--- config.mk ---
export PLATFORM = sky130hd
export DESIGN_NAME = feistel_des_variant_block_cipher
export DESIGN_NICKNAME = d
export VERILOG_FILES = /design/src/hdl/fdes_pkg.sv /design/src/hdl/fdes_ctrl.sv /design/src/hdl/fdes_datapath.sv /design/src/hdl/feistel_des_variant_block_cipher.sv
export SDC_FILE = /design/constraint.sdc
export NUM_CORES = 1
export LEC_CHECK = 0
export BUFFER_PORTS_ARGS = -buffer_cell sky130_fd_sc_hd__buf_2
export CAP_MARGIN = 20
export CORE_MARGIN = 2
export CORE_UTILIZATION = 49
export CTS_CLUSTER_DIAMETER = 200
export DETAILED_ROUTE_END_ITERATION = 12
export HOLD_SLACK_MARGIN = 0.06
export PLACE_DENSITY = 0.67
export SYNTH_ARGS = -nofsm -noshare
export SYNTH_HDL_FRONTEND = slang
export SYNTH_HIERARCHICAL = 1
export SYNTH_SLANG_ARGS = --single-unit
--- constraint.sdc ---
create_clock -name clk -period 8.1 [get_ports clk]
set_input_delay 1.215 -clock clk [delete_from_list [all_inputs] [get_ports clk]]
set_output_delay 1.215 -clock clk [all_outputs]
set_load 0.01 [all_outputs]
--- src/hdl/fdes_pkg.sv ---
// Shared types, constants and round functions for the Feistel block cipher.
package fdes_pkg;

  localparam int ROUND_COUNT_DEFAULT = 16;
  localparam int KEY_COUNT           = 16;
  localparam int HALF_W              = 28;
  localparam int CFG_INDEX_W         = 2;
  localparam int CFG_DATA_W          = 64;

  typedef enum logic [CFG_INDEX_W-1:0] {
    REG_CIPHER_KEY  = 2'd0,
    REG_CBC_ENABLE  = 2'd1,
    REG_INIT_VECTOR = 2'd2
  } reg_index_t;

  typedef struct packed {
    logic load;
    logic step;
    logic finish;
  } cmd_t;

  typedef struct packed {
    logic last;
  } status_t;

  // cumulative key rotation for each round, mod 28
  localparam logic [4:0] ROT_TAB [KEY_COUNT] = '{
    5'd1, 5'd4, 5'd10, 5'd20, 5'd7, 5'd0, 5'd0, 5'd8,
    5'd25, 5'd24, 5'd6, 5'd0, 5'd7, 5'd0, 5'd8, 5'd4
  };

  localparam logic [3:0] SBOX [8][4][16] = '{
    '{'{4'd14,4'd4,4'd13,4'd1,4'd2,4'd15,4'd11,4'd8,4'd3,4'd10,4'd6,4'd12,4'd5,4'd9,4'd0,4'd7},
      '{4'd0,4'd15,4'd7,4'd4,4'd14,4'd2,4'd13,4'd1,4'd10,4'd6,4'd12,4'd11,4'd9,4'd5,4'd3,4'd8},
      '{4'd4,4'd1,4'd14,4'd8,4'd13,4'd6,4'd2,4'd11,4'd15,4'd12,4'd9,4'd7,4'd3,4'd10,4'd5,4'd0},
      '{4'd15,4'd12,4'd8,4'd2,4'd4,4'd9,4'd1,4'd7,4'd5,4'd11,4'd3,4'd14,4'd10,4'd0,4'd6,4'd13}},
    '{'{4'd15,4'd1,4'd8,4'd14,4'd6,4'd11,4'd3,4'd4,4'd9,4'd7,4'd2,4'd13,4'd12,4'd0,4'd5,4'd10},
      '{4'd3,4'd13,4'd4,4'd7,4'd15,4'd2,4'd8,4'd14,4'd12,4'd0,4'd1,4'd10,4'd6,4'd9,4'd11,4'd5},
      '{4'd0,4'd14,4'd7,4'd11,4'd10,4'd4,4'd13,4'd1,4'd5,4'd8,4'd12,4'd6,4'd9,4'd3,4'd2,4'd15},
      '{4'd13,4'd8,4'd10,4'd1,4'd3,4'd15,4'd4,4'd2,4'd11,4'd6,4'd7,4'd12,4'd0,4'd5,4'd14,4'd9}},
    '{'{4'd10,4'd0,4'd9,4'd14,4'd6,4'd3,4'd15,4'd5,4'd1,4'd13,4'd12,4'd7,4'd11,4'd4,4'd2,4'd8},
      '{4'd13,4'd7,4'd0,4'd9,4'd3,4'd4,4'd6,4'd10,4'd2,4'd8,4'd5,4'd14,4'd12,4'd11,4'd15,4'd1},
      '{4'd13,4'd6,4'd4,4'd9,4'd8,4'd15,4'd3,4'd0,4'd11,4'd1,4'd2,4'd12,4'd5,4'd10,4'd14,4'd7},
      '{4'd1,4'd10,4'd13,4'd0,4'd6,4'd9,4'd8,4'd7,4'd4,4'd15,4'd14,4'd3,4'd11,4'd5,4'd2,4'd12}},
    '{'{4'd7,4'd13,4'd14,4'd3,4'd0,4'd6,4'd9,4'd10,4'd1,4'd2,4'd8,4'd5,4'd11,4'd12,4'd4,4'd15},
      '{4'd13,4'd8,4'd11,4'd5,4'd6,4'd15,4'd0,4'd3,4'd4,4'd7,4'd2,4'd12,4'd1,4'd10,4'd14,4'd9},
      '{4'd10,4'd6,4'd9,4'd0,4'd12,4'd11,4'd7,4'd13,4'd15,4'd1,4'd3,4'd14,4'd5,4'd2,4'd8,4'd4},
      '{4'd3,4'd15,4'd0,4'd6,4'd10,4'd1,4'd13,4'd8,4'd9,4'd4,4'd5,4'd11,4'd12,4'd7,4'd2,4'd14}},
    '{'{4'd2,4'd12,4'd4,4'd1,4'd7,4'd10,4'd11,4'd6,4'd8,4'd5,4'd3,4'd15,4'd13,4'd0,4'd14,4'd9},
      '{4'd14,4'd11,4'd2,4'd12,4'd4,4'd7,4'd13,4'd1,4'd5,4'd0,4'd15,4'd10,4'd3,4'd9,4'd8,4'd6},
      '{4'd4,4'd2,4'd1,4'd11,4'd10,4'd13,4'd7,4'd8,4'd15,4'd9,4'd12,4'd5,4'd6,4'd3,4'd0,4'd14},
      '{4'd11,4'd8,4'd12,4'd7,4'd1,4'd14,4'd2,4'd13,4'd6,4'd15,4'd0,4'd9,4'd10,4'd4,4'd5,4'd3}},
    '{'{4'd12,4'd1,4'd10,4'd15,4'd9,4'd2,4'd6,4'd8,4'd0,4'd13,4'd3,4'd4,4'd14,4'd7,4'd5,4'd11},
      '{4'd10,4'd15,4'd4,4'd2,4'd7,4'd12,4'd9,4'd5,4'd6,4'd1,4'd13,4'd14,4'd0,4'd11,4'd3,4'd8},
      '{4'd9,4'd14,4'd15,4'd5,4'd2,4'd8,4'd12,4'd3,4'd7,4'd0,4'd4,4'd10,4'd1,4'd13,4'd11,4'd6},
      '{4'd4,4'd3,4'd2,4'd12,4'd9,4'd5,4'd15,4'd10,4'd11,4'd14,4'd1,4'd7,4'd6,4'd0,4'd8,4'd13}},
    '{'{4'd4,4'd11,4'd2,4'd14,4'd15,4'd0,4'd8,4'd13,4'd3,4'd12,4'd9,4'd7,4'd5,4'd10,4'd6,4'd1},
      '{4'd13,4'd0,4'd11,4'd7,4'd4,4'd9,4'd1,4'd10,4'd14,4'd3,4'd5,4'd12,4'd2,4'd15,4'd8,4'd6},
      '{4'd1,4'd4,4'd11,4'd13,4'd12,4'd3,4'd7,4'd14,4'd10,4'd15,4'd6,4'd8,4'd0,4'd5,4'd9,4'd2},
      '{4'd6,4'd11,4'd13,4'd8,4'd1,4'd4,4'd10,4'd7,4'd9,4'd5,4'd0,4'd15,4'd14,4'd2,4'd3,4'd12}},
    '{'{4'd13,4'd2,4'd8,4'd4,4'd6,4'd15,4'd11,4'd1,4'd10,4'd9,4'd3,4'd14,4'd5,4'd0,4'd12,4'd7},
      '{4'd1,4'd15,4'd13,4'd8,4'd10,4'd3,4'd7,4'd4,4'd12,4'd5,4'd6,4'd11,4'd0,4'd14,4'd9,4'd2},
      '{4'd7,4'd11,4'd4,4'd1,4'd9,4'd12,4'd14,4'd2,4'd0,4'd6,4'd10,4'd13,4'd15,4'd3,4'd5,4'd8},
      '{4'd2,4'd1,4'd14,4'd7,4'd4,4'd10,4'd8,4'd13,4'd15,4'd12,4'd9,4'd0,4'd3,4'd5,4'd6,4'd11}}
  };

  function automatic logic [HALF_W-1:0] rotl28(input logic [HALF_W-1:0] v,
                                                input logic [4:0] s);
    logic [2*HALF_W-1:0] dbl;
    dbl = {v, v} << s;
    return dbl[2*HALF_W-1:HALF_W];
  endfunction

  function automatic logic [47:0] round_key(input logic [55:0] key,
                                            input logic [3:0] idx);
    logic [HALF_W-1:0] c;
    logic [HALF_W-1:0] d;
    c = rotl28(key[55:28], ROT_TAB[idx]);
    d = rotl28(key[27:0], ROT_TAB[idx]);
    return {c[27:4], d[23:0]};
  endfunction

  function automatic logic [31:0] feistel_f(input logic [31:0] r,
                                            input logic [47:0] k);
    logic [33:0] w;
    logic [47:0] x;
    logic [5:0]  g;
    logic [31:0] o;
    w = {r[0], r, r[31]};
    for (int i = 0; i < 8; i++) begin
      x[6*i +: 6] = w[4*i +: 6];
    end
    x = x ^ k;
    for (int i = 0; i < 8; i++) begin
      g = x[6*i +: 6];
      o[4*i +: 4] = SBOX[i][{g[5], g[0]}][g[4:1]];
    end
    return o;
  endfunction

endpackage

--- src/hdl/fdes_ctrl.sv ---
// Sequencer for word acceptance, round stepping and the output register.
module fdes_ctrl (
  input  logic            clk,
  input  logic            rst,
  input  logic            in_valid,
  output logic            in_ready,
  output logic            out_valid,
  input  logic            out_ready,
  input  fdes_pkg::status_t st,
  output fdes_pkg::cmd_t  cmd
);
  import fdes_pkg::*;

  typedef enum logic [1:0] {S_IDLE, S_RUN, S_OUT} state_t;
  state_t state;

  assign in_ready   = (state == S_IDLE);
  assign cmd.load   = in_valid && (state == S_IDLE);
  assign cmd.step   = (state == S_RUN);
  assign cmd.finish = (state == S_OUT) && (!out_valid || out_ready);

  always_ff @(posedge clk) begin
    if (rst) begin
      state     <= S_IDLE;
      out_valid <= 1'b0;
    end else begin
      if (cmd.finish) begin
        out_valid <= 1'b1;
      end else if (out_ready) begin
        out_valid <= 1'b0;
      end
      unique case (state)
        S_IDLE: if (cmd.load) state <= S_RUN;
        S_RUN:  if (st.last) state <= S_OUT;
        S_OUT:  if (cmd.finish) state <= S_IDLE;
        default: state <= S_IDLE;
      endcase
    end
  end
endmodule

--- src/hdl/fdes_datapath.sv ---
// Round datapath, key schedule, chaining and configuration registers.
module fdes_datapath #(
  parameter int ROUND_COUNT = fdes_pkg::ROUND_COUNT_DEFAULT
) (
  input  logic                                clk,
  input  logic                                rst,
  input  logic                                cfg_we,
  input  logic [fdes_pkg::CFG_INDEX_W-1:0]    cfg_index,
  input  logic [fdes_pkg::CFG_DATA_W-1:0]     cfg_data,
  input  logic                                op,
  input  logic [63:0]                         data_block,
  input  logic                                first_block,
  input  fdes_pkg::cmd_t                      cmd,
  output fdes_pkg::status_t                   st,
  output logic [63:0]                         result_block
);
  import fdes_pkg::*;

  localparam int CW = (ROUND_COUNT > 1) ? $clog2(ROUND_COUNT) : 1;
  localparam logic [CW-1:0] LAST = CW'(ROUND_COUNT - 1);

  logic [55:0] cipher_key;
  logic        cbc_enable;
  logic [63:0] init_vector;
  logic [63:0] chain_block;

  logic [31:0] l;
  logic [31:0] r;
  logic [CW-1:0] cnt;
  logic        dec;
  logic [63:0] link;
  logic [63:0] saved_block;

  logic [63:0] link_next;
  logic [63:0] pre;
  logic [3:0]  kidx;
  logic [31:0] fout;
  logic [63:0] res_next;

  assign link_next = first_block ? init_vector : chain_block;
  assign pre       = data_block ^ (cbc_enable ? link_next : 64'd0);
  assign kidx      = dec ? 4'(LAST - cnt) : 4'(cnt);
  assign fout      = feistel_f(r, round_key(cipher_key, kidx));
  assign res_next  = dec ? ({r, l} ^ (cbc_enable ? link : 64'd0)) : {l, r};
  assign st.last   = (cnt == LAST);

  always_ff @(posedge clk) begin
    if (rst) begin
      cipher_key  <= '0;
      cbc_enable  <= 1'b0;
      init_vector <= '0;
      chain_block <= '0;
    end else begin
      if (cfg_we) begin
        unique case (cfg_index)
          REG_CIPHER_KEY:  cipher_key  <= cfg_data[55:0];
          REG_CBC_ENABLE:  cbc_enable  <= cfg_data[0];
          REG_INIT_VECTOR: init_vector <= cfg_data;
          default: ;
        endcase
      end
      if (cmd.finish) begin
        chain_block <= dec ? saved_block : res_next;
      end
    end
  end

  always_ff @(posedge clk) begin
    if (cmd.load) begin
      dec         <= op;
      link        <= link_next;
      saved_block <= data_block;
      cnt         <= '0;
      if (op) begin
        l <= data_block[31:0];
        r <= data_block[63:32];
      end else begin
        l <= pre[63:32];
        r <= pre[31:0];
      end
    end else if (cmd.step) begin
      l   <= r;
      r   <= l ^ fout;
      cnt <= cnt + 1'b1;
    end
    if (cmd.finish) begin
      result_block <= res_next;
    end
  end
endmodule

--- src/hdl/feistel_des_variant_block_cipher.sv ---
// Top level of the Feistel block cipher: controller, datapath and checks.
//
//   channel | direction | handshake            | payload
//   cfg     | in        | cfg_valid/cfg_ready  | cfg_index, cfg_data
//   in      | in        | in_valid/in_ready    | op, data_block, first_block
//   out     | out       | out_valid/out_ready  | result_block
//
// After acceptance a word runs one round per cycle through the single round unit,
// then the result is loaded into the output register when the output is free.
// The next word is taken only once the controller is back in idle; words never overlap.
// Synchronous reset clears keys, mode, vector and chain to zero; cfg always ready.
// An output stall holds the finished word in the datapath until taken.
module feistel_des_variant_block_cipher #(
  parameter int ROUND_COUNT = fdes_pkg::ROUND_COUNT_DEFAULT
) (
  input  logic                              clk,
  input  logic                              rst,
  input  logic                              cfg_valid,
  output logic                              cfg_ready,
  input  logic [fdes_pkg::CFG_INDEX_W-1:0]  cfg_index,
  input  logic [fdes_pkg::CFG_DATA_W-1:0]   cfg_data,
  input  logic                              in_valid,
  output logic                              in_ready,
  input  logic                              op,
  input  logic [63:0]                       data_block,
  input  logic                              first_block,
  output logic                              out_valid,
  input  logic                              out_ready,
  output logic [63:0]                       result_block
);
  import fdes_pkg::*;

  cmd_t    cmd;
  status_t st;

  assign cfg_ready = 1'b1;

  fdes_ctrl u_ctrl (
    .clk      (clk),
    .rst      (rst),
    .in_valid (in_valid),
    .in_ready (in_ready),
    .out_valid(out_valid),
    .out_ready(out_ready),
    .st       (st),
    .cmd      (cmd)
  );

  fdes_datapath #(.ROUND_COUNT(ROUND_COUNT)) u_dp (
    .clk         (clk),
    .rst         (rst),
    .cfg_we      (cfg_valid && cfg_ready),
    .cfg_index   (cfg_index),
    .cfg_data    (cfg_data),
    .op          (op),
    .data_block  (data_block),
    .first_block (first_block),
    .cmd         (cmd),
    .st          (st),
    .result_block(result_block)
  );

`ifndef NO_ASSERTIONS
  a_load_not_step: assert property (@(posedge clk) disable iff (rst)
    !(cmd.load && (cmd.step || cmd.finish)))
    else $error("load overlaps round or output command");

  a_busy_after_load: assert property (@(posedge clk) disable iff (rst)
    (in_valid && in_ready) |=> (!in_ready && cmd.step))
    else $error("rounds did not start after accepting a word");

  a_last_stops: assert property (@(posedge clk) disable iff (rst)
    (cmd.step && st.last) |=> (!cmd.step && !in_ready))
    else $error("rounds ran past the last one");

  a_finish_sets_valid: assert property (@(posedge clk) disable iff (rst)
    cmd.finish |=> out_valid)
    else $error("finished word not presented");
`endif
endmodule
* Word-level counts from Yosys, hierarchy flattened *
Memory sizes are Yosys's and may differ from the RTL's.
Index checks and enable logic that the tools add are counted.
W data, S select, Z words.

operators by class
  divide/modulo/power cells = 0
  $lt $le $gt $ge = 17
  equality and inequality tests = 8
  multipliers = 0
  bitwise operators = 21
  mux-type cells = 68
  reduce and logical (&&, ||, !) cells = 12
  $add $sub $neg = 2
  shift operators = 2

operator list
  operator               count
  $mux W64               21
  $bmux W64 S2           8
  $mux W32               6
  $bmux W4 S4            8
  $xor A64 B64 Y64       2
  $mux W4                17
  $shl A56 B5 Y52        1
  $shl A56 B5 Y56        1
  $xor A48 B48 Y48       1
  $ge A5 B5 Y1 const B   9
  $not A4 Y5             9
  $xor A32 B32 Y32       1
  $ge A3 B3 Y1 const B   8
  $not A2 Y3             8
  $mux W5                2
  $mux W2                3
  $pmux W2 S3            1
  $reduce_and A2 Y1      3
  $add A4 B1 Y4 const B  1
  $eq A2 B1 Y1 const B   2
  $eq A2 B2 Y1 const B   2
  $eq A4 B4 Y1 const B   1
  $logic_not A2 Y1       2
  $ne A2 B1 Y1 const B   2
  other kinds (8)        11

storage, ports and cells
  flip-flop bits (word level) = 449
  memories = 1
  RAM bits = 0
  bits in latches = 0
  input bits = 137
  memory bits (read-only) = 80
  output and inout port bits = 67
  logic and storage cells = 144

memory list
  name              depth  width  rd ports  clocked after memory_dff  wr ports  line            source
  (name not given)  16     5      1         0                         0         fdes_pkg.sv:79  d = rotl28(key[27:0], ROT_TAB[idx]);

* Longest topological paths before layout *
Gate-level depths: netlist (run 1).

  word-level depth = 18
  mapped depth = 26
  mapped depth without buffers = 19

* Hierarchy *
Netlist (run 1), hierarchy kept.

by module, submodules not included
  module                            seq. area each (um2)  cells an instance  area each (um2)  times used
  fdes_datapath                     11501.0               3556               30955.9          1
  fdes_ctrl                         60.1                  15                 145.1            1
  feistel_des_variant_block_cipher  0.0                   2                  11.3             1

* Worst setup path after synthesis (run 1) *
OpenSTA, ideal clock, no wires.

  path kind = input port to flip-flop
  start point = input port in_valid
  end point = register u_dp.l[0], enable pin
  slack = 1.618 ns
  buffers on the path = 3
  data arrival time = 6.088 ns
  library setup time = 0.394 ns
  stages = 5
  data required time = 7.706 ns
  path through = and2_1 -> clkbuf_1 -> clkbuf_1 -> buf_1 -> or2_2

on the way
  longest elaborated chain between the ends = 2

RTL lines
  what                                 line                                    source
  start, declared                      feistel_des_variant_block_cipher.sv:22  input logic in_valid,
  $logic_and A1 B1 Y1                  fdes_ctrl.sv:18                         assign cmd.load = in_valid && (state == S_IDLE);
  $reduce_bool A2 Y1 (no source line)  --
  end signal, assigned                 fdes_datapath.sv:75                     l <= data_block[31:0];
  end signal, assigned                 fdes_datapath.sv:78                     l <= pre[63:32];
  end signal, assigned                 fdes_datapath.sv:82                     l <= r;
  end, declared                        fdes_datapath.sv:27                     logic [31:0] l;

No other way between the ends.
A chain may end at the register's enable or synchronous reset.

* Worst setup path in the final report (run 1) *
  start point = register u_dp.dec
  end point = register u_dp.r[3], data pin

on the way
  longest elaborated chain between the ends = 17
  elaborated cells on any way between the ends = 18
  those cells by class = 1 x shift; 11 x mux; 5 x bitwise; 1 x memory

RTL lines
  what                                             line                 source
  start, declared                                  fdes_datapath.sv:30  logic dec;
  start signal, assigned                           fdes_datapath.sv:70  dec <= op;
  $mux W4 (*)                                      fdes_datapath.sv:42  assign kidx = dec ? 4'(LAST - cnt) : 4'(cnt);
  $not A4 Y5 (not written as such) (*)             fdes_pkg.sv:79
  $mem_v2 Z16 W5 (*)                               --
  $mux W5 (not written as such) (*) (2 in series)  fdes_pkg.sv:79
  $shl A56 B5 Y52 (*)                              fdes_pkg.sv:70       dbl = {v, v} << s;
  $xor A48 B48 Y48 (*)                             fdes_pkg.sv:93       x = x ^ k;
  $not A2 Y3 (not written as such)                 fdes_pkg.sv:96       o[4*i +: 4] = SBOX[i][{g[5], g[0]}][g[4:1]];
  $bmux W64 S2                                     fdes_pkg.sv:96
  $mux W64 (not written as such) (2 in series)     fdes_pkg.sv:96
  $bmux W4 S4 (*)                                  fdes_pkg.sv:96
  $mux W4 (not written as such) (*) (2 in series)  fdes_pkg.sv:96
  $xor A32 B32 Y32 (*)                             fdes_datapath.sv:83  r <= l ^ fout;
  $mux W32 (*)                                     fdes_datapath.sv:81  end else if (cmd.step) begin
  $mux W32 (*)                                     fdes_datapath.sv:69  if (cmd.load) begin
  end signal, assigned                             fdes_datapath.sv:76  r <= data_block[63:32];
  end signal, assigned                             fdes_datapath.sv:79  r <= pre[31:0];
  end signal, assigned                             fdes_datapath.sv:83
  end, declared                                    fdes_datapath.sv:28  logic [31:0] r;

Every way passes the cells marked *; elsewhere a longest branch is shown, timed or not. The select of a mux whose other input is x is not followed.

==> results of run 1 <==
## layout make-up
type | count | area [um^2] | area share
clock inverter | 17 | 189 | 0.00553
tap | 846 | 1060 | 0.0310
sequential | 449 | 11600 | 0.339
antenna | 4 | 10.0 | 0.000293
clock buffer | 79 | 1510 | 0.0441
timing repair buffer | 259 | 1480 | 0.0432
multi-input combinational | 2775 | 18100 | 0.531
inverter | 62 | 233 | 0.00681
## through the flow
stage	setup slack [ns]	hold WS [ns]
after CTS	1.79	0.452
after detailed placement	1.81	0.443
after floorplan	1.62	0.433
after global routing	1.22	0.467
after global placement	1.87	0.440
final	1.59	0.450
## routing by layer
| layer | wire, um | GRT usage |
|---|---|---|
| met5 | 25 | 0 |
| met4 | 3440 | 0.0996 |
| met3 | 11500 | 0.0871 |
| met2 | 44700 | 0.455 |
| met1 | 45200 | 0.436 |
## registers in the layout, summed over array words and instances, names as in the netlist
register           cells
u_dp/chain_block      64
u_dp/cipher_key       56
u_dp/l                32
u_dp/result_block     64
u_dp/cnt               4
u_ctrl/state           2
u_dp/cbc_enable        1
u_ctrl/out_valid       1
u_dp/saved_block      64
u_dp/r                32
u_dp/dec               1
u_dp/init_vector      64
u_dp/link             64
## cell families (layout without fill, tap and decap cells)
family                   Yosys count  after routing  synth area share
flip-flops                       449            449             0.372
AND/OR/NAND/NOR                 1302           1302             0.186
other                              1              5          0.000121
buffers and inverters            349            417            0.0473
adder cells (fa/ha/maj)           54             54            0.0217
multiplexers                     331            331             0.117
AO/OA/AOI/OAI                    884            884             0.196
XOR/XNOR                         203            203            0.0606
## placed cells by master (no fill, tap or decap), types with 19 or more instances in the layout
master                        n
sky130_fd_sc_hd__xor2_1     124
sky130_fd_sc_hd__nor2_1     319
sky130_fd_sc_hd__and3_1      36
sky130_fd_sc_hd__nand2_1    588
sky130_fd_sc_hd__nor3_1      59
sky130_fd_sc_hd__inv_1       54
sky130_fd_sc_hd__xnor2_1     67
sky130_fd_sc_hd__a221oi_1    25
sky130_fd_sc_hd__nand4_1     28
sky130_fd_sc_hd__o211ai_1    64
sky130_fd_sc_hd__ha_1        53
sky130_fd_sc_hd__mux2_2     103
sky130_fd_sc_hd__mux2i_1    211
sky130_fd_sc_hd__clkbuf_16   54
sky130_fd_sc_hd__edfxtp_1   257
sky130_fd_sc_hd__o22ai_1     26
sky130_fd_sc_hd__buf_4       57
sky130_fd_sc_hd__a211oi_1   110
sky130_fd_sc_hd__dfxtp_1    191
sky130_fd_sc_hd__nand3_1    124
sky130_fd_sc_hd__nand2b_1    26
sky130_fd_sc_hd__a21oi_1    269
sky130_fd_sc_hd__clkbuf_1    19
sky130_fd_sc_hd__buf_2      199
sky130_fd_sc_hd__o221ai_1    31
sky130_fd_sc_hd__o21ai_0    119
## critical path, cell delays in order (launching register included)
cell	delay (ns)
sky130_fd_sc_hd__edfxtp_1	0.72
sky130_fd_sc_hd__xor2_1	0.24
sky130_fd_sc_hd__inv_1	0.09
sky130_fd_sc_hd__ha_1	0.18
sky130_fd_sc_hd__buf_4	0.23
sky130_fd_sc_hd__nor2_4	0.55
sky130_fd_sc_hd__buf_4	0.47
sky130_fd_sc_hd__mux2i_1	0.12
sky130_fd_sc_hd__a21oi_1	0.57
sky130_fd_sc_hd__o211ai_1	0.22
sky130_fd_sc_hd__a221oi_4	0.37
sky130_fd_sc_hd__xor2_2	0.58
sky130_fd_sc_hd__inv_1	0.23
sky130_fd_sc_hd__ha_1	0.33
sky130_fd_sc_hd__nand2_1	0.10
sky130_fd_sc_hd__mux2i_1	0.08
sky130_fd_sc_hd__a311o_1	0.30
sky130_fd_sc_hd__a221oi_2	0.30
sky130_fd_sc_hd__a21oi_1	0.12
sky130_fd_sc_hd__a221o_1	0.32
sky130_fd_sc_hd__a311oi_1	0.19
## where the power goes
group | switching, W | total, W | internal (W)
clock network | 0.000968 | 0.00235 | 0.00138
logic | 0.00629 | 0.0103 | 0.00396
registers | 0.000420 | 0.00318 | 0.00276
total | 0.00768 | 0.0158 | 0.00810
## how the worst max path moves through the flow
stage / from / end / slack, ns / depth (start not counted)
final: u_dp/dec / u_dp/r[3] / 1.59 / 20
after global routing: u_dp/dec / u_dp/r[3] / 1.22 / 20
after CTS: u_dp/dec / u_dp/r[3] / 1.79 / 20
after detailed placement: u_dp/dec / u_dp/r[3] / 1.81 / 20
after global placement: u_dp/dec / u_dp/r[3] / 1.87 / 20
after floorplan: in_valid / u_dp/l[0] / 1.62 / 5
==> impl_results.md, run 1 <==
- Status: complete, no violations
- RSZ-0062 raised after global routing: false
- Number of synthesized flops with an enable pin: 257
- Routability congestion estimate from global placement: 1.02
- Terminus of the critical flop-to-flop path: u_dp/r[3]
- Type of element launching the critical path: flip-flop
- Maximum Capacitance Violations: 0
- Final period utilization: 0.804
- Number of distinct library cell variants in the gate-level netlist after synthesis: 119
- Number of filler instances in the final layout: 5847
- Maximum frequency from static timing analysis: 154 MHz
- Initial core utilization: 0.494
- Number of warnings printed during yosys synthesis: 6
- CP Data Arrival Time: 6.94 ns
- Worst setup path category: reg -> reg
- Number of nets in the synthesized netlist: 3764
- Actual slew at the worst max-slew pin: between 1 and 1.5 ns
- Clk buf depth: 3
- Sequential element share of the synthesized area: 0.372
- Number of stages on the worst hold path: 2
- Area share of the largest cell type after synthesis: 0.248
- Number of gates given a new drive strength after cts: 0
- Leading post-synthesis cells by instance count: sky130_fd_sc_hd__nand2_1 (588), sky130_fd_sc_hd__nor2_1 (319), sky130_fd_sc_hd__a21oi_1 (270)
- Area inside the core boundary: 63000 um^2
- TritonCTS clock tree: built
- Path depth of the worst reg2reg path: 20
- Biggest fanout along the worst timing path: 32
- Proportion of synthesized flip-flops having asynchronous set or reset: 0
- Count of hold buffers inserted by post-cts repair: 0
- Dominant cell by count in the synthesized netlist: sky130_fd_sc_hd__nand2_1
- Worst Clk Skew: 0.0165 ns
- Synth area leaders: sky130_fd_sc_hd__edfxtp_1 (25%), sky130_fd_sc_hd__dfxtp_1 (12%), sky130_fd_sc_hd__nand2_1 (7.1%)
- Total clock buffers created by CTS: 51
- Max H-tree Level: 2
- Postcts setup bufs: 0
- Number of global-route vias before repair: 25797
- Cell accounting for the most synthesized area: sky130_fd_sc_hd__edfxtp_1
- Drt drc: 0
- Worst Setup End Kind: flip-flop
- Number of vias per cell: approximately 6.3
- Synth Flop Type: sky130_fd_sc_hd__edfxtp_1
- Number of ports placed on the die boundary: 204
- Total gr overflow: 0
- Synthesized area: 31100 um^2
- Data required time at the worst endpoint: roughly 8.5 ns
- Peak VDD IR: 0.000272 V
- Total Negative Setup Slacks: 0 ns
- Slew Limit Fails: 0
- Final HPWL from detailed placement: approximately 73000 um
- Number of synthesized register bits: 449
- Mapped Cells: around 3600
- Power density over the cells: 462 nW/um^2
- Worst R2R Start: u_dp/dec
- Setup Viol. Count Final: 0
- Final instance area: 34200 um^2
- Row Count: 92
- Fraction of layout cells with a size suffix above 1: 0.147
- Post-layout nets: ~3800
- Placed Cells incl. Taps: 4391
- Hold Path Class: reg -> reg
- Worst-skew pair later-pin latency: 0.61 ns
- Rel. slew slack: 0.228
- Post-route total power: 0.0158 W
- Number of non-filler instances in the completed layout: 4491
- Number of hold violations in the final report: 0
- Global routing usage summed across all routing layers: 0.309
- Largest net degree at the start of global routing: 141
- Number of search-and-repair iterations in the first detailed-routing pass: 6
- Dpl cell area: roughly 32000 um^2
- Clock Sinks: between 400 and 500
- Initial antenna violation count: 5
- Die outline area: 65500 um^2
- Minimum clock period: 6.51 ns
- Area overhead of the layout relative to synthesis: 9.79%
- Leakage power total: 12.5 nW
- Antenna Nets Post-Route: 0
- Via count: 28255
- Width of the die: 256 um
- Vertical extent of the die: 256 um
- Wire per inst: 23.3 um
- Final standard cell utilization of the core: 0.542
- Min-Delay Startpoint: u_dp/init_vector[7]
- Register-to-register setup slack: 1.59 ns
- Wire length reported by the detailed router: 105000 um
- Port Buffer Count: slightly above 200
- Wire length of the first global-routing pass: 158000 um
- Clk Tree Root Cell: sky130_fd_sc_hd__clkbuf_16
- Mean post-synth cell area: slightly below 9 um^2
- First DRT Iteration DRCs: between 3000 and 4000
- Hold-critical path endpoint: u_dp/init_vector[7]
- Clock-pin slew on the worst setup and hold paths: ~0.070 ns
(Power assumes the default switching activity.)
==> run 2: changes to the inputs <==
ABC_AREA = 1   (was default)
clock period = 6.3 ns   (was 8.1 ns; I/O delays follow)
==> run 2 against run 1 <==
  * Flip-flop and latch count stayed put
  * Wire length grew 6.9%
  * First-iteration DRC count down 8.3%
==> impl_results.md, run 2 <==
- Maximum Capacitance Violations: 0
- Number of synthesized flops with an enable pin: 257
- Post-layout nets: approximately 4700
- CP Buf/Inv Count: 5
- Timing endpoint of the critical path: u_dp/r[16]
- Clk Tree Root Cell: sky130_fd_sc_hd__clkbuf_16
- Via count: 31321
- Number of search-and-repair iterations in the first detailed-routing pass: 6
- Rel. slew slack: 0.226
- Clk buf depth: 3
- Number of warnings printed during yosys synthesis: 6
- Relative contribution of combinational cells to total power: 0.551
- Setup Viol. Count Final: 0
- Clock network fraction of total power: 0.204
- Minimum clock period: about 5 ns
- Total Negative Setup Slacks: 0 ns
- Final standard cell utilization of the core: 0.546
- Initial core utilization: 0.497
- Port Buffer Count: 202
- Width of the die: 252 um
- First DRT Iteration DRCs: 3572
- Number of gates given a new drive strength after cts: 0
- Crit path largest cell delay: approximately 0.5 ns
- CP Data Arrival Time: 5.38 ns
- Most common cell type on the critical path: sky130_fd_sc_hd__nand2_1
- Worst Setup End Kind: flip-flop
- Maximum frequency from static timing analysis: 200 MHz
- Number of ports placed on the die boundary: 204
- Worst-skew pair later-pin latency: 0.64 ns
- Die outline area: 63500 um^2
- Vertical extent of the die: between 200 and 300 um
- Type of element launching the critical path: flip-flop
- Sequential element share of the synthesized area: 0.384
- Synth Flop Type: sky130_fd_sc_hd__edfxtp_1
- Clock Sinks: 449
- Highest-count cells in the layout ignoring fill and taps: sky130_fd_sc_hd__nand2_1 (1628), sky130_fd_sc_hd__nand3_1 (850), sky130_fd_sc_hd__inv_1 (370)
- Max H-tree Level: 2
- Global Route met3 Usage: 0.0574
- Path depth of the worst reg2reg path: 25
- Logic depth of the worst setup path including buffers: 25
- Final instance area: 33100 um^2
- Antenna Nets Post-Route: 0
- Peak VDD IR: between 0.0002 and 0.00025 V
- Routability congestion estimate from global placement: between 0.9 and 1
- Worst Clk Skew: 0.0291 ns
- Total area of multi-input combinational cells: 15800 um^2
- Power density over the cells: 471 nW/um^2
- Largest net degree at the start of global routing: approximately 140
- Switching Fraction: 0.493
- Leading post-synthesis cells by instance count: sky130_fd_sc_hd__nand2_1 (1630), sky130_fd_sc_hd__nand3_1 (850), sky130_fd_sc_hd__inv_1 (371)
- Worst R2R Start: u_dp/dec
- Number of synthesized register bits: 449
- Total clock buffers created by CTS: 50
- Number of filler instances in the final layout: 6102
- Postcts setup bufs: 0
- Number of global-route vias before repair: 27842
- Dpl cell area: about 31000 um^2
- Register-to-register setup slack: 1.29 ns
- Wire length reported by the detailed router: 112000 um
- Leakage power total: between 10 and 15 nW
- Count of hold buffers inserted by post-cts repair: 0
- Area share of the largest cell type after synthesis: 0.256
- Area overhead of the layout relative to synthesis: 9.73%
- Most common cell after layout, fill and taps aside: sky130_fd_sc_hd__nand2_1
- Mapped Cells: 4474
- Clock-pin slew on the worst setup and hold paths: 0.06 ns
- Mean post-synth cell area: 6.74 um^2
- Highest-utilization routing layer at the global route stage: met2
- Final period utilization: 0.795
- Fraction of layout cells with a size suffix above 1: 0.0879
- Initial antenna violation count: 17
- Net switching component of the power: 0.00768 W
- Slew Limit Fails: 0
- Int Pwr: 0.00790 W
- Actual slew at the worst max-slew pin: 1.16 ns
- Worst setup path start: u_dp/dec
- Synthesized area: 30100 um^2
- Number of nets in the synthesized netlist: about 4700
- Critical-path top delay cell: sky130_fd_sc_hd__edfxtp_1
- Data required time at the worst endpoint: 6.67 ns
- Worst setup path category: reg -> reg
- Area inside the core boundary: 60600 um^2
- Row Count: 90
- Hold Path Class: reg -> reg
- Met1 Use GR: 0.514
- Number of distinct library cell variants in the gate-level netlist after synthesis: 43
- Wire per inst: 21.0 um
- Number of vias per cell: 5.87
- RSZ-0062 raised after global routing: false
- Cell accounting for the most synthesized area: sky130_fd_sc_hd__edfxtp_1
- Drt drc: 0
- Register share of total power: 0.245
- Number of hold violations in the final report: 0
- Terminus of the critical flop-to-flop path: u_dp/r[16]
- Synth area leaders: sky130_fd_sc_hd__edfxtp_1 (26%), sky130_fd_sc_hd__nand2_1 (20%), sky130_fd_sc_hd__nand3_1 (14%)
- Gate family responsible for the most delay along the worst path: simple AND/OR/NAND/NOR gates
- Met2 capacity usage during global routing: 0.517
- Proportion of synthesized flip-flops having asynchronous set or reset: 0
- Biggest fanout along the worst timing path: 42
- Global routing usage summed across all routing layers: 0.345
- Dominant cell by count in the synthesized netlist: sky130_fd_sc_hd__nand2_1
- Status: complete, no violations
- Total gr overflow: 0
- Wire length of the first global-routing pass: 168000 um
- Final HPWL from detailed placement: 80800 um
- TritonCTS clock tree: built
- Worst setup timing slack at the placement stage: 1.42 ns
- Register area: 11600 um^2
- Worst setup slack after layout: ~1.3 ns
run 2: cell count changes after synthesis, moves of 103 or more:
| cell | before | now |
|---|---|---|
| sky130_fd_sc_hd__mux2i_1 | 211 | 0 |
| sky130_fd_sc_hd__mux2_2 | 103 | 0 |
| sky130_fd_sc_hd__o21ai_0 | 119 | 280 |
| sky130_fd_sc_hd__inv_1 | 54 | 371 |
| sky130_fd_sc_hd__nand2_1 | 588 | 1630 |
| sky130_fd_sc_hd__nor2_1 | 319 | 76 |
| sky130_fd_sc_hd__nand3_1 | 124 | 850 |
run 2: per-stage QoR:
stage,hold slack (ns),instances,total power [W]
finish,0.463,5338,0.0156
detailed placement,0.453,5240,0.0122
floorplan,0.441,4474,0.0102
global placement,0.449,5240,0.0123
CTS,0.464,5333,0.0154
global route,0.479,5336,0.0168
run 2: layout make-up:
type	count	area share
Multi-Input combinational cell	3373	0.479
Sequential cell	449	0.350
Inverter	397	0.0454
Timing Repair Buffer	239	0.0426
Clock buffer	63	0.0412
Tap cell	782	0.0296
Clock inverter	30	0.0119
Antenna cell	5	0.000378
run 2: worst min-delay path by stage:
stage	start	end	slack [ns]	cells past startpoint
after floorplan	u_dp/init_vector[0]	u_dp/init_vector[0]	0.44	2
after global placement	u_dp/init_vector[49]	u_dp/init_vector[49]	0.45	2
after detailed placement	u_dp/init_vector[60]	u_dp/init_vector[60]	0.45	2
after CTS	u_dp/init_vector[60]	u_dp/init_vector[60]	0.46	2
after global routing	u_dp/init_vector[17]	u_dp/init_vector[17]	0.48	2
final	u_dp/init_vector[0]	u_dp/init_vector[0]	0.46	2
run 2: power groups by stage:
stage | logic, W | clock network (W) | registers [W]
global route | 0.00962 | 0.00332 | 0.00383
global placement | 0.00841 | 0 | 0.00386
finish | 0.00859 | 0.00318 | 0.00382
floorplan | 0.00650 | 0 | 0.00367
detailed placement | 0.00833 | 0 | 0.00386
CTS | 0.00836 | 0.00321 | 0.00380
run 2: cell families after synthesis:
| family | after synthesis | synth area share |
|---|---|---|
| buf+inv | 652 | 0.0918 |
| compound gates | 667 | 0.123 |
| simple gates | 2609 | 0.366 |
| xor+xnor | 42 | 0.0135 |
| fa+ha+maj | 54 | 0.0224 |
| other cells | 1 | 0.000124 |
| flops | 449 | 0.384 |
run 2: tightest hold or removal path: cells and delay by family, from the launching register on:
kind	cells	cell delay [ns]
AND/OR/NAND/NOR	1	0.06
AO/OA/AOI/OAI	1	0.05
flip-flops	1	0.31
run 2: routing by layer:
| metal | routed length [um] | up-vias |
|---|---|---|
| li1 | - | 14936 |
| met2 | 47700 | 1593 |
| met4 | 2980 | 8 |
| met5 | 53 | - |
| met3 | 11600 | 180 |
| met1 | 49700 | 14604 |
